`config.mk`:
```
export PLATFORM = sky130hd
export DESIGN_NAME = base64_decoder_multi_variant_flat
export DESIGN_NICKNAME = d
export VERILOG_FILES = /design/src/b64d_pkg.sv /design/src/b64d_intf.sv /design/src/b64d_core.sv /design/src/b64d_res_fifo.sv /design/src/base64_decoder_multi_variant.sv /design/src/flat_wrapper.sv
export SDC_FILE = /design/constraint.sdc
export NUM_CORES = 1
export LEC_CHECK = 0
export BUFFER_PORTS_ARGS = -buffer_cell sky130_fd_sc_hd__buf_2
export CORE_MARGIN = 5
export CORE_UTILIZATION = 35
export DETAILED_ROUTE_END_ITERATION = 12
export PLACE_DENSITY = 0.59
export RECOVER_POWER = 100
export SYNTH_ARGS = -nofsm -noshare
export SYNTH_HDL_FRONTEND = slang
export SYNTH_HIERARCHICAL = 1
export SYNTH_SLANG_ARGS = --single-unit
export TNS_END_PERCENT = 20
```
`constraint.sdc`:
```
create_clock -name clk_i -period 15.1 [get_ports clk_i]
set_clock_uncertainty 0.15 [all_clocks]
set_input_delay 3.02 -clock clk_i [delete_from_list [all_inputs] [get_ports clk_i]]
set_output_delay 3.02 -clock clk_i [all_outputs]
set_load 0.03 [all_outputs]
```
`src/b64d_pkg.sv`:
```
package b64d_pkg;

  localparam int LengthBits = 16;
  localparam int LenW       = 16;
  localparam logic [LenW-1:0] LenCap =
    (LengthBits >= LenW) ? {LenW{1'b1}} : LenW'((64'd1 << LengthBits) - 64'd1);

  localparam int CfgIdxW  = 2;
  localparam int CfgDataW = 8;

  localparam int ResDepth = 8;
  localparam int ResPtrW  = $clog2(ResDepth);
  localparam int ResCntW  = $clog2(ResDepth + 1);
  localparam int MaxRes   = 3;

  localparam logic [7:0] CharPad   = 8'h3D;
  localparam logic [7:0] CharPlus  = 8'h2B;
  localparam logic [7:0] CharSlash = 8'h2F;
  localparam logic [7:0] CharDash  = 8'h2D;
  localparam logic [7:0] CharUnder = 8'h5F;
  localparam logic [7:0] CharComma = 8'h2C;

  typedef enum logic [1:0] {
    VAR_STD  = 2'd0,
    VAR_URL  = 2'd1,
    VAR_IMAP = 2'd2,
    VAR_ALT  = 2'd3
  } variant_e;

  typedef enum logic [CfgIdxW-1:0] {
    REG_VARIANT = 2'd0,
    REG_PADDING = 2'd1
  } cfg_reg_e;

  typedef enum logic {
    KIND_CHAR = 1'b0,
    KIND_END  = 1'b1
  } in_kind_e;

  typedef enum logic {
    RES_DATA   = 1'b0,
    RES_STATUS = 1'b1
  } res_kind_e;

  typedef struct packed {
    logic            result_kind;
    logic [7:0]      data_byte;
    logic            status;
    logic [LenW-1:0] decoded_length;
    logic            last_in_run;
  } res_t;

  typedef struct packed {
    logic [1:0]        cnt;
    res_t [MaxRes-1:0] res;
  } push_t;

  // bit 6 set marks a character outside the alphabet
  function automatic logic [6:0] sextet(input logic [7:0] c, input logic [1:0] alph_sel);
    logic [7:0] c62;
    logic [7:0] c63;
    logic [6:0] s;
    c62 = CharPlus;
    c63 = CharSlash;
    case (variant_e'(alph_sel))
      VAR_URL: begin
        c62 = CharDash;
        c63 = CharUnder;
      end
      VAR_IMAP: c63 = CharComma;
      default: ;
    endcase
    if (c inside {[8'h41:8'h5A]}) begin
      s = {1'b0, 6'(c - 8'h41)};
    end else if (c inside {[8'h61:8'h7A]}) begin
      s = {1'b0, 6'(c - 8'h61 + 8'd26)};
    end else if (c inside {[8'h30:8'h39]}) begin
      s = {1'b0, 6'(c - 8'h30 + 8'd52)};
    end else if (c == c62) begin
      s = 7'd62;
    end else if (c == c63) begin
      s = 7'd63;
    end else begin
      s = 7'h40;
    end
    return s;
  endfunction

endpackage

```
`src/b64d_intf.sv`:
```
interface b64d_char_if;
  import b64d_pkg::*;
  logic       valid;
  logic       ready;
  logic       kind;
  logic [7:0] char_code;
  modport source (output valid, output kind, output char_code, input ready);
  modport sink (input valid, input kind, input char_code, output ready);
endinterface

interface b64d_res_if;
  import b64d_pkg::*;
  logic            valid;
  logic            ready;
  logic            result_kind;
  logic [7:0]      data_byte;
  logic            status;
  logic [LenW-1:0] decoded_length;
  logic            last_in_run;
  modport source (output valid, output result_kind, output data_byte, output status,
                  output decoded_length, output last_in_run, input ready);
  modport sink (input valid, input result_kind, input data_byte, input status,
                input decoded_length, input last_in_run, output ready);
endinterface

interface b64d_cfg_if;
  import b64d_pkg::*;
  logic                valid;
  logic                ready;
  logic [CfgIdxW-1:0]  index;
  logic [CfgDataW-1:0] data;
  modport source (output valid, output index, output data, input ready);
  modport sink (input valid, input index, input data, output ready);
endinterface

```
`src/b64d_core.sv`:
```
module b64d_core import b64d_pkg::*; (
  input  logic       clk_i,
  input  logic       rst_ni,
  input  logic       in_vld_i,
  input  logic       in_kind_i,
  input  logic [7:0] in_char_i,
  output logic       in_rdy_o,
  input  logic       room_i,
  input  logic [1:0] alph_sel_i,
  input  logic       pad_on_i,
  output push_t      push_o
);

  logic            stg_vld_q;
  logic            stg_kind_q;
  logic [7:0]      stg_char_q;
  logic [7:0]      held_q [3];
  logic [1:0]      fill_q, fill_d;
  logic            pend_q, pend_d;
  logic            tail3_q, tail3_d;
  logic            err_q, err_d;
  logic [LenW-1:0] cnt_q, cnt_d;

  logic            fire;
  logic            held_we;
  logic [6:0]      sx0, sx1, sx2, sx3;
  logic [7:0]      bsel [MaxRes];
  logic [1:0]      nbytes;
  logic            emit_status;
  logic            err_now;
  logic            tail_go;
  logic            tail_n3;
  logic [1:0]      total;
  logic [LenW+1:0] cnt_sum;
  logic [LenW-1:0] cnt_new;

  assign fire     = stg_vld_q && room_i;
  assign in_rdy_o = !stg_vld_q || room_i;

  always_ff @(posedge clk_i or negedge rst_ni) begin
    if (!rst_ni) begin
      stg_vld_q <= 1'b0;
    end else if (in_rdy_o) begin
      stg_vld_q <= in_vld_i;
    end
  end

  always_ff @(posedge clk_i) begin
    if (in_rdy_o && in_vld_i) begin
      stg_kind_q <= in_kind_i;
      stg_char_q <= in_char_i;
    end
  end

  assign sx0 = sextet(held_q[0], alph_sel_i);
  assign sx1 = sextet(held_q[1], alph_sel_i);
  assign sx2 = sextet(held_q[2], alph_sel_i);
  assign sx3 = sextet(stg_char_q, alph_sel_i);

  // tail bytes use the same bit layout as the first two group bytes
  assign bsel[0] = {sx0[5:0], sx1[5:4]};
  assign bsel[1] = {sx1[3:0], sx2[5:2]};
  assign bsel[2] = {sx2[1:0], sx3[5:0]};

  always_comb begin
    fill_d      = fill_q;
    pend_d      = pend_q;
    tail3_d     = tail3_q;
    err_d       = err_q;
    held_we     = 1'b0;
    nbytes      = 2'd0;
    emit_status = 1'b0;
    err_now     = err_q;
    tail_go     = 1'b0;
    tail_n3     = 1'b0;
    if (fire) begin
      if (in_kind_e'(stg_kind_q) == KIND_CHAR) begin
        if (err_q) begin
          // string already invalid, drop characters
        end else if (pend_q) begin
          err_d = 1'b1;
        end else if (fill_q != 2'd3) begin
          held_we = 1'b1;
          fill_d  = fill_q + 2'd1;
        end else begin
          fill_d = 2'd0;
          if (sx0[6] || sx1[6] || sx2[6] || sx3[6]) begin
            if (pad_on_i && stg_char_q == CharPad) begin
              pend_d  = 1'b1;
              tail3_d = (held_q[2] != CharPad);
            end else begin
              err_d = 1'b1;
            end
          end else begin
            nbytes = 2'd3;
          end
        end
      end else begin
        if (!err_q) begin
          if (pend_q) begin
            tail_go = 1'b1;
            tail_n3 = tail3_q;
          end else if (fill_q != 2'd0) begin
            if (pad_on_i || fill_q == 2'd1) begin
              err_now = 1'b1;
            end else begin
              tail_go = 1'b1;
              tail_n3 = (fill_q == 2'd3);
            end
          end
        end
        if (tail_go) begin
          if (sx0[6] || sx1[6] || (tail_n3 && sx2[6])) begin
            err_now = 1'b1;
          end else if (!tail_n3) begin
            if (sx1[3:0] != 4'd0) err_now = 1'b1;
            else nbytes = 2'd1;
          end else begin
            if (sx2[1:0] != 2'd0) err_now = 1'b1;
            else nbytes = 2'd2;
          end
        end
        emit_status = 1'b1;
        fill_d      = 2'd0;
        pend_d      = 1'b0;
        tail3_d     = 1'b0;
        err_d       = 1'b0;
      end
    end
  end

  assign cnt_sum = {2'b00, cnt_q} + {{LenW{1'b0}}, nbytes};
  assign cnt_new = (cnt_sum > {2'b00, LenCap}) ? LenCap : cnt_sum[LenW-1:0];
  assign cnt_d   = (fire && in_kind_e'(stg_kind_q) == KIND_END) ? '0 : cnt_new;
  assign total   = nbytes + {1'b0, emit_status};

  always_comb begin
    push_o.cnt = total;
    for (int i = 0; i < MaxRes; i++) begin
      push_o.res[i] = '0;
      if (2'(i) < nbytes) begin
        push_o.res[i].result_kind = RES_DATA;
        push_o.res[i].data_byte   = bsel[i];
      end else if (emit_status && 2'(i) == nbytes) begin
        push_o.res[i].result_kind    = RES_STATUS;
        push_o.res[i].status         = err_now;
        push_o.res[i].decoded_length = cnt_new;
      end
      push_o.res[i].last_in_run = (2'(i + 1) == total);
    end
  end

  always_ff @(posedge clk_i or negedge rst_ni) begin
    if (!rst_ni) begin
      fill_q  <= 2'd0;
      pend_q  <= 1'b0;
      tail3_q <= 1'b0;
      err_q   <= 1'b0;
      cnt_q   <= '0;
    end else begin
      fill_q  <= fill_d;
      pend_q  <= pend_d;
      tail3_q <= tail3_d;
      err_q   <= err_d;
      cnt_q   <= cnt_d;
    end
  end

  always_ff @(posedge clk_i) begin
    if (held_we) begin
      held_q[fill_q] <= stg_char_q;
    end
  end

  a_end_clears: assert property (@(posedge clk_i) disable iff (!rst_ni)
    fire && stg_kind_q == KIND_END |=> fill_q == 2'd0 && !pend_q && !err_q && cnt_q == '0)
    else $error("per-string state not cleared after end transaction");

  a_pend_empty: assert property (@(posedge clk_i) disable iff (!rst_ni)
    pend_q |-> fill_q == 2'd0)
    else $error("padded group pending while group partly filled");

  a_last_marked: assert property (@(posedge clk_i) disable iff (!rst_ni)
    push_o.cnt != 2'd0 |-> push_o.res[push_o.cnt - 2'd1].last_in_run)
    else $error("last result of a transaction not marked");

endmodule

```
`src/b64d_res_fifo.sv`:
```
module b64d_res_fifo import b64d_pkg::*; (
  input  logic  clk_i,
  input  logic  rst_ni,
  input  push_t push_i,
  output logic  room_o,
  output logic  out_vld_o,
  input  logic  out_rdy_i,
  output res_t  out_res_o
);

  res_t               mem_q [ResDepth];
  logic [ResPtrW-1:0] wr_ptr_q, rd_ptr_q;
  logic [ResCntW-1:0] cnt_q, cnt_d;
  logic [ResCntW-1:0] cnt_after;
  logic               pop;

  assign pop       = (cnt_q != '0) && out_rdy_i;
  assign cnt_after = cnt_q - ResCntW'(pop);
  // room for a full transaction worth of results
  assign room_o    = cnt_after <= ResCntW'(ResDepth - MaxRes);
  assign cnt_d     = cnt_after + ResCntW'(push_i.cnt);
  assign out_vld_o = (cnt_q != '0);
  assign out_res_o = mem_q[rd_ptr_q];

  always_ff @(posedge clk_i or negedge rst_ni) begin
    if (!rst_ni) begin
      wr_ptr_q <= '0;
      rd_ptr_q <= '0;
      cnt_q    <= '0;
    end else begin
      wr_ptr_q <= wr_ptr_q + ResPtrW'(push_i.cnt);
      rd_ptr_q <= rd_ptr_q + ResPtrW'(pop);
      cnt_q    <= cnt_d;
    end
  end

  always_ff @(posedge clk_i) begin
    for (int i = 0; i < MaxRes; i++) begin
      if (2'(i) < push_i.cnt) begin
        mem_q[wr_ptr_q + ResPtrW'(i)] <= push_i.res[i];
      end
    end
  end

  a_no_overflow: assert property (@(posedge clk_i) disable iff (!rst_ni)
    push_i.cnt != 2'd0 |-> cnt_after + ResCntW'(push_i.cnt) <= ResCntW'(ResDepth))
    else $error("result queue overflow");

  a_cnt_bound: assert property (@(posedge clk_i) disable iff (!rst_ni)
    cnt_q <= ResCntW'(ResDepth))
    else $error("result queue count out of range");

endmodule

```
`src/base64_decoder_multi_variant.sv`:
```
// Streaming Base64 decoder, one character transaction per cycle on in_i while it
// is ready. The alphabet (standard, URL-safe, IMAP) and '=' padding are set
// through cfg_i, which the user must write only while the block is idle; the
// block does not enforce this. A character is held in an input register, is
// decoded there and its results (up to three: a full group gives three bytes at
// once, an end transaction gives the tail bytes plus a status) go into an
// eight-entry result queue that drains on out_o. The input stalls only when the
// queue cannot take three more results, so with out_o always ready the block
// keeps one character per cycle and drains one result per cycle.
module base64_decoder_multi_variant import b64d_pkg::*; (
  input  logic  clk_i,
  input  logic  rst_ni,
  b64d_char_if.sink   in_i,
  b64d_res_if.source  out_o,
  b64d_cfg_if.sink    cfg_i
);

  logic [1:0] variant_q, variant_d;
  logic       pad_on_q, pad_on_d;
  logic       room;
  push_t      push;
  res_t       out_res;

  assign cfg_i.ready = 1'b1;

  always_comb begin
    variant_d = variant_q;
    pad_on_d  = pad_on_q;
    if (cfg_i.valid) begin
      case (cfg_reg_e'(cfg_i.index))
        REG_VARIANT: variant_d = cfg_i.data[1:0];
        REG_PADDING: pad_on_d  = cfg_i.data[0];
        default: ;
      endcase
    end
  end

  always_ff @(posedge clk_i or negedge rst_ni) begin
    if (!rst_ni) begin
      variant_q <= VAR_STD;
      pad_on_q  <= 1'b1;
    end else begin
      variant_q <= variant_d;
      pad_on_q  <= pad_on_d;
    end
  end

  b64d_core u_core (
    .clk_i      (clk_i),
    .rst_ni     (rst_ni),
    .in_vld_i   (in_i.valid),
    .in_kind_i  (in_i.kind),
    .in_char_i  (in_i.char_code),
    .in_rdy_o   (in_i.ready),
    .room_i     (room),
    .alph_sel_i (variant_q),
    .pad_on_i   (pad_on_q),
    .push_o     (push)
  );

  b64d_res_fifo u_res_fifo (
    .clk_i     (clk_i),
    .rst_ni    (rst_ni),
    .push_i    (push),
    .room_o    (room),
    .out_vld_o (out_o.valid),
    .out_rdy_i (out_o.ready),
    .out_res_o (out_res)
  );

  assign out_o.result_kind    = out_res.result_kind;
  assign out_o.data_byte      = out_res.data_byte;
  assign out_o.status         = out_res.status;
  assign out_o.decoded_length = out_res.decoded_length;
  assign out_o.last_in_run    = out_res.last_in_run;

endmodule
```
`src/flat_wrapper.sv`:
```
// flat-port wrapper written by rule: the top's interface ports become plain ports
module base64_decoder_multi_variant_flat import b64d_pkg::*;
  (clk_i, rst_ni, in_i_valid, in_i_kind, in_i_char_code, in_i_ready, out_o_valid, out_o_result_kind, out_o_data_byte, out_o_status, out_o_decoded_length, out_o_last_in_run, out_o_ready, cfg_i_valid, cfg_i_index, cfg_i_data, cfg_i_ready);
  b64d_char_if in_i_i ();
  b64d_res_if out_o_i ();
  b64d_cfg_if cfg_i_i ();
  input  logic clk_i;
  input  logic rst_ni;
  input wire logic [$bits(in_i_i.valid)-1:0] in_i_valid;
  input wire logic [$bits(in_i_i.kind)-1:0] in_i_kind;
  input wire logic [$bits(in_i_i.char_code)-1:0] in_i_char_code;
  output wire logic [$bits(in_i_i.ready)-1:0] in_i_ready;
  output wire logic [$bits(out_o_i.valid)-1:0] out_o_valid;
  output wire logic [$bits(out_o_i.result_kind)-1:0] out_o_result_kind;
  output wire logic [$bits(out_o_i.data_byte)-1:0] out_o_data_byte;
  output wire logic [$bits(out_o_i.status)-1:0] out_o_status;
  output wire logic [$bits(out_o_i.decoded_length)-1:0] out_o_decoded_length;
  output wire logic [$bits(out_o_i.last_in_run)-1:0] out_o_last_in_run;
  input wire logic [$bits(out_o_i.ready)-1:0] out_o_ready;
  input wire logic [$bits(cfg_i_i.valid)-1:0] cfg_i_valid;
  input wire logic [$bits(cfg_i_i.index)-1:0] cfg_i_index;
  input wire logic [$bits(cfg_i_i.data)-1:0] cfg_i_data;
  output wire logic [$bits(cfg_i_i.ready)-1:0] cfg_i_ready;
  assign in_i_i.valid = in_i_valid;
  assign in_i_i.kind = in_i_kind;
  assign in_i_i.char_code = in_i_char_code;
  assign in_i_ready = in_i_i.ready;
  assign out_o_valid = out_o_i.valid;
  assign out_o_result_kind = out_o_i.result_kind;
  assign out_o_data_byte = out_o_i.data_byte;
  assign out_o_status = out_o_i.status;
  assign out_o_decoded_length = out_o_i.decoded_length;
  assign out_o_last_in_run = out_o_i.last_in_run;
  assign out_o_i.ready = out_o_ready;
  assign cfg_i_i.valid = cfg_i_valid;
  assign cfg_i_i.index = cfg_i_index;
  assign cfg_i_i.data = cfg_i_data;
  assign cfg_i_ready = cfg_i_i.ready;
  base64_decoder_multi_variant u_core (.clk_i(clk_i), .rst_ni(rst_ni), .in_i(in_i_i), .out_o(out_o_i), .cfg_i(cfg_i_i));
endmodule
```
==> metrics.md <==
| Metric | Value |
|---|---|
| Run status | complete, but fails checks |
| Violated checks | max-capacitance violations, max-slew violations |
| Clock Latency Late Sink | 0.57 ns |
| Worst path arrival time | 12.29 ns |
| Clock Tree Buf Depth | 3 |
| Met1 usage | 29.3% |
| GRT overflow | 0 |
| Final Wtd Congestion | 0.873 |
| Slowest CP cell | nor2_1 |
| Most common cell after layout, fill and taps aside | nand2_1 |
| P&R area growth vs syn | 8.14% |
| Post-synth ARST share | 12.3% |
| Die area | 0.0590 mm2 |
| Pre-CTS WS | 5.20 ns |
| Internal | 2.11 mW |
| DR pass1 iterations | 8 |
| Crit path kind | primary input to flop |
| Number of instances in the placed design | 2682 |
| Fin crit share | 79.8% |
| WP buf/inv | 2 |
| Final HPWL from detailed placement | 36600 um |
| CTS tree | yes |
| Final WS setup | 3.05 ns |
| Pleak | 7.44 nW |
| Max IR drop VDD | 0.0000991 V |
| Largest stage delay, worst path | 2.55 ns |
| Iteration-0 DRC Markers | 2469 |
| Clock net sink count | 284 |
| Seq/Total Area, Yosys | 44.0% |
| Hold WC Path Type | flop to flop |
| RR Endpoint | u_core/u_res_fifo/mem_q[3][16] |
| Worst Reg-to-Reg Cells | 18 |
| Post-Route Setup TNS | 0 ns |
| R2R Path Start | u_core/u_res_fifo/cnt_q[1] |
| Grt met3 use | 4.14% |
| Hold Fails Final Rpt | 0 |
| Switch Pwr | 1.48 mW |
| Top Ports | 54 |
| Most frequent cells in the layout | nand2_1, nor2_1, edfxtp_1, a31oi_1, a21oi_1 |
| Critical-path maximum fanout | 27 |
| Worst Hold Depth | 1 |
| First-pass GRT wire length | 96400 um |
| Crit. End Element | flop |
| Yosys cell types | 89 |
| Synthesized area | 0.0190 mm2 |
| Fin cells | 2746 |
| Hold_ws | 0.361 ns |
| Tot GR Track Use | 21.1% |
| Max Slew Vio Count | 479 |
| Grt met2 use | 32.4% |
| GR peak layer | met2 |
| H-tree depth | 2 |
| Total Power | 3.59 mW |
| Syn_nets | 2201 |
| Post-synth EDFFs | 249 |
| Cell family with most CP delay | simple AND/OR/NAND/NOR gates |
| Port Buffers | 46 |
| Min-delay src | u_core/u_res_fifo/cnt_q[3] |
| CTS Buf Count | 35 |
| Die Ht | 243 um |
| FMAX | 83.0 MHz |
| Max-slew headroom | -129% |
| Largest net degree at the start of global routing | 56 |
| Clock transition at path regs | 0.06 ns |
| Worst Setup Start Kind | primary input |
| Synth Area per Inst | 8.94 um2 |
| Post-CTS setup buffers | 0 |
| Share of post-route cells with drive strength above 1 | 10.5% |
| Synth Register Bits | 284 |
| Cell Rows | 85 |
| Vias in the first global route | 15856 |
| Initial antenna violation count | 0 |
| CTS root buf | clkbuf_16 |
| Chip Width | 243 um |
| Min Tclk post-route | 12.05 ns |
| WL per Instance | 23.8 um |
| ANT cells | 0 |
| Most common flop cell mapped by yosys | edfxtp_1 |
| R2r setup slk | 4.58 ns |
| Combinational fraction of design power | 39.9% |
| Post-route ant nets | 0 |
| Seq pwr share | 37.1% |
| RSZ-0062 raised after global routing | false |
| Final WL | 65200 um |
| Final setup violation count | 0 |
| Cts hold-fix bufs | 0 |
| CP required | 15.33 ns |
| Most frequent CP cell | a21oi_1 |
| Worst-margin pin slew | 3.42 ns |
| Via-to-Cell Ratio | 6.05 |
| Hold Path Sink | u_core/u_res_fifo/cnt_q[3] |
| Final net count | 2101 |
| Starting density of the core | 35.3% |
| CTS resizes | 0 |
| CORE AREA | 0.0538 mm2 |
| Routed vias | 16611 |
| Mapped Cells | 2123 |
| Pwr/cell area | 175 mW/mm2 |
| Total number of yosys warnings | 6 |
| DRC violation count after routing | 0 |
| Max Cap Violations | 17 |
| Net switching fraction of the power | 41.2% |
| Clk pwr share | 23.0% |
| Worst-path cell chain | buf_2 -> and2_0 -> ha_1 -> ha_1 -> nor2b_1 -> or2_2 -> a21oi_1 -> nand2_1 -> nor3_1 -> nand2_1 -> or3_1 -> a21oi_1 -> clkinvlp_2 -> xnor2_1 -> nand3b_1 -> nor2_1 -> a21oi_1 -> a21oi_1 |
## worst max path at each step
| stage | start | endpoint | slack, ns | cells after the start |
|---|---|---|---|---|
| after global placement | out_o_ready | u_core/u_res_fifo/mem_q[5][24] | 5.37 | 18 |
| after detailed placement | out_o_ready | u_core/u_res_fifo/mem_q[7][7] | 5.20 | 25 |
| after CTS | out_o_ready | u_core/u_res_fifo/mem_q[7][8] | 5.80 | 25 |
| after global routing | out_o_ready | u_core/u_res_fifo/mem_q[3][3] | 2.73 | 18 |
| after floorplan | out_o_ready | u_core/u_res_fifo/mem_q[1][0] | 5.99 | 19 |
| final | out_o_ready | u_core/u_res_fifo/mem_q[3][16] | 3.05 | 18 |
## sequential cells by signal, summed over array words and instances (netlist names)
name                        cells
u_core/u_core/fill_q            2
u_core/u_core/err_q             1
u_core/u_res_fifo/wr_ptr_q      3
u_core/u_res_fifo/rd_ptr_q      3
u_core/u_core/held_q           24
u_core/u_core/tail3_q           1
u_core/u_core/stg_kind_q        1
u_core/u_core/stg_char_q        8
u_core/u_res_fifo/mem_q       216
u_core/u_core/stg_vld_q         1
u_core/pad_on_q                 1
u_core/variant_q                2
u_core/u_res_fifo/cnt_q         4
u_core/u_core/pend_q            1
u_core/u_core/cnt_q            16
## Yosys cell counts, drive strengths merged, types with 4 or more instances
cell     count  share of area, %
nor3        62               1.8
a31oi      167               5.5
nand3       32              0.91
o211ai       6              0.26
edfxtp     249                39
clkbuf     100               2.0
and3        11              0.36
a21boi       4              0.16
nand2      447               8.8
xnor2       34               1.6
nor4         4              0.21
a21oi      143               3.8
nand4        7              0.23
o21ai       36              0.95
mux2        32               1.9
dfrtp       34               4.5
nor2       306               6.1
or2          4              0.13
a211oi      13              0.51
and4         4              0.19
xor2        11              0.55
o2111ai      4              0.18
mux2i        9              0.47
ha          51               3.4
buf        111               2.7
nor3b        7              0.30
a221oi       7              0.32
nand2b      17              0.56
mux4        54               6.4
nor2b       23              0.76
o22ai        6              0.20
and3b        4              0.18
inv         46              0.92
or3          4              0.16
a21o         6              0.24
and2        12              0.40
## logic make-up after synthesis
family / count (synthesis) / synth area share (%)
xor+xnor: 45 / 2.16
flops: 284 / 44.0
simple gates: 961 / 21.9
other cells: 1 / 0.0198
mux: 95 / 8.78
compound gates: 424 / 13.7
buf+inv: 258 / 5.72
fa+ha+maj: 55 / 3.73
## power groups by stage
stage,Combinational [mW],Sequential (mW),Clock [mW]
6_report,1.43,1.33,0.827
3_3_place_gp,1.43,1.33,0
3_5_place_dp,1.45,1.34,0
4_1_cts,1.45,1.33,0.840
5_1_grt,1.52,1.36,0.870
2_1_floorplan,1.06,1.21,0
## layout make-up
class                   count  area [um2]
repair buffers             74         373
clock inverters            25         211
well taps                 696         871
clock buffers              39         911
multi-input cells        1581        9620
fillers                  5268       33300
inverters                  47         178
flip-flops and latches    284        8360
## layer usage
metal  part of all wire, %  vias to the layer above
met5                     0                        -
met4                   4.4                        0
met3                    12                      241
met2                    44                     1158
met1                    40                     7889
li1                      -                     7323
## per-stage QoR
stage	area [um2]	utilization, %
finish	20500	38.1
global route	20500	38.1
CTS	20700	38.5
detailed placement	19600	36.4
global placement	19600	36.4
floorplan	19000	-
Power figures use the tool's default switching activity.
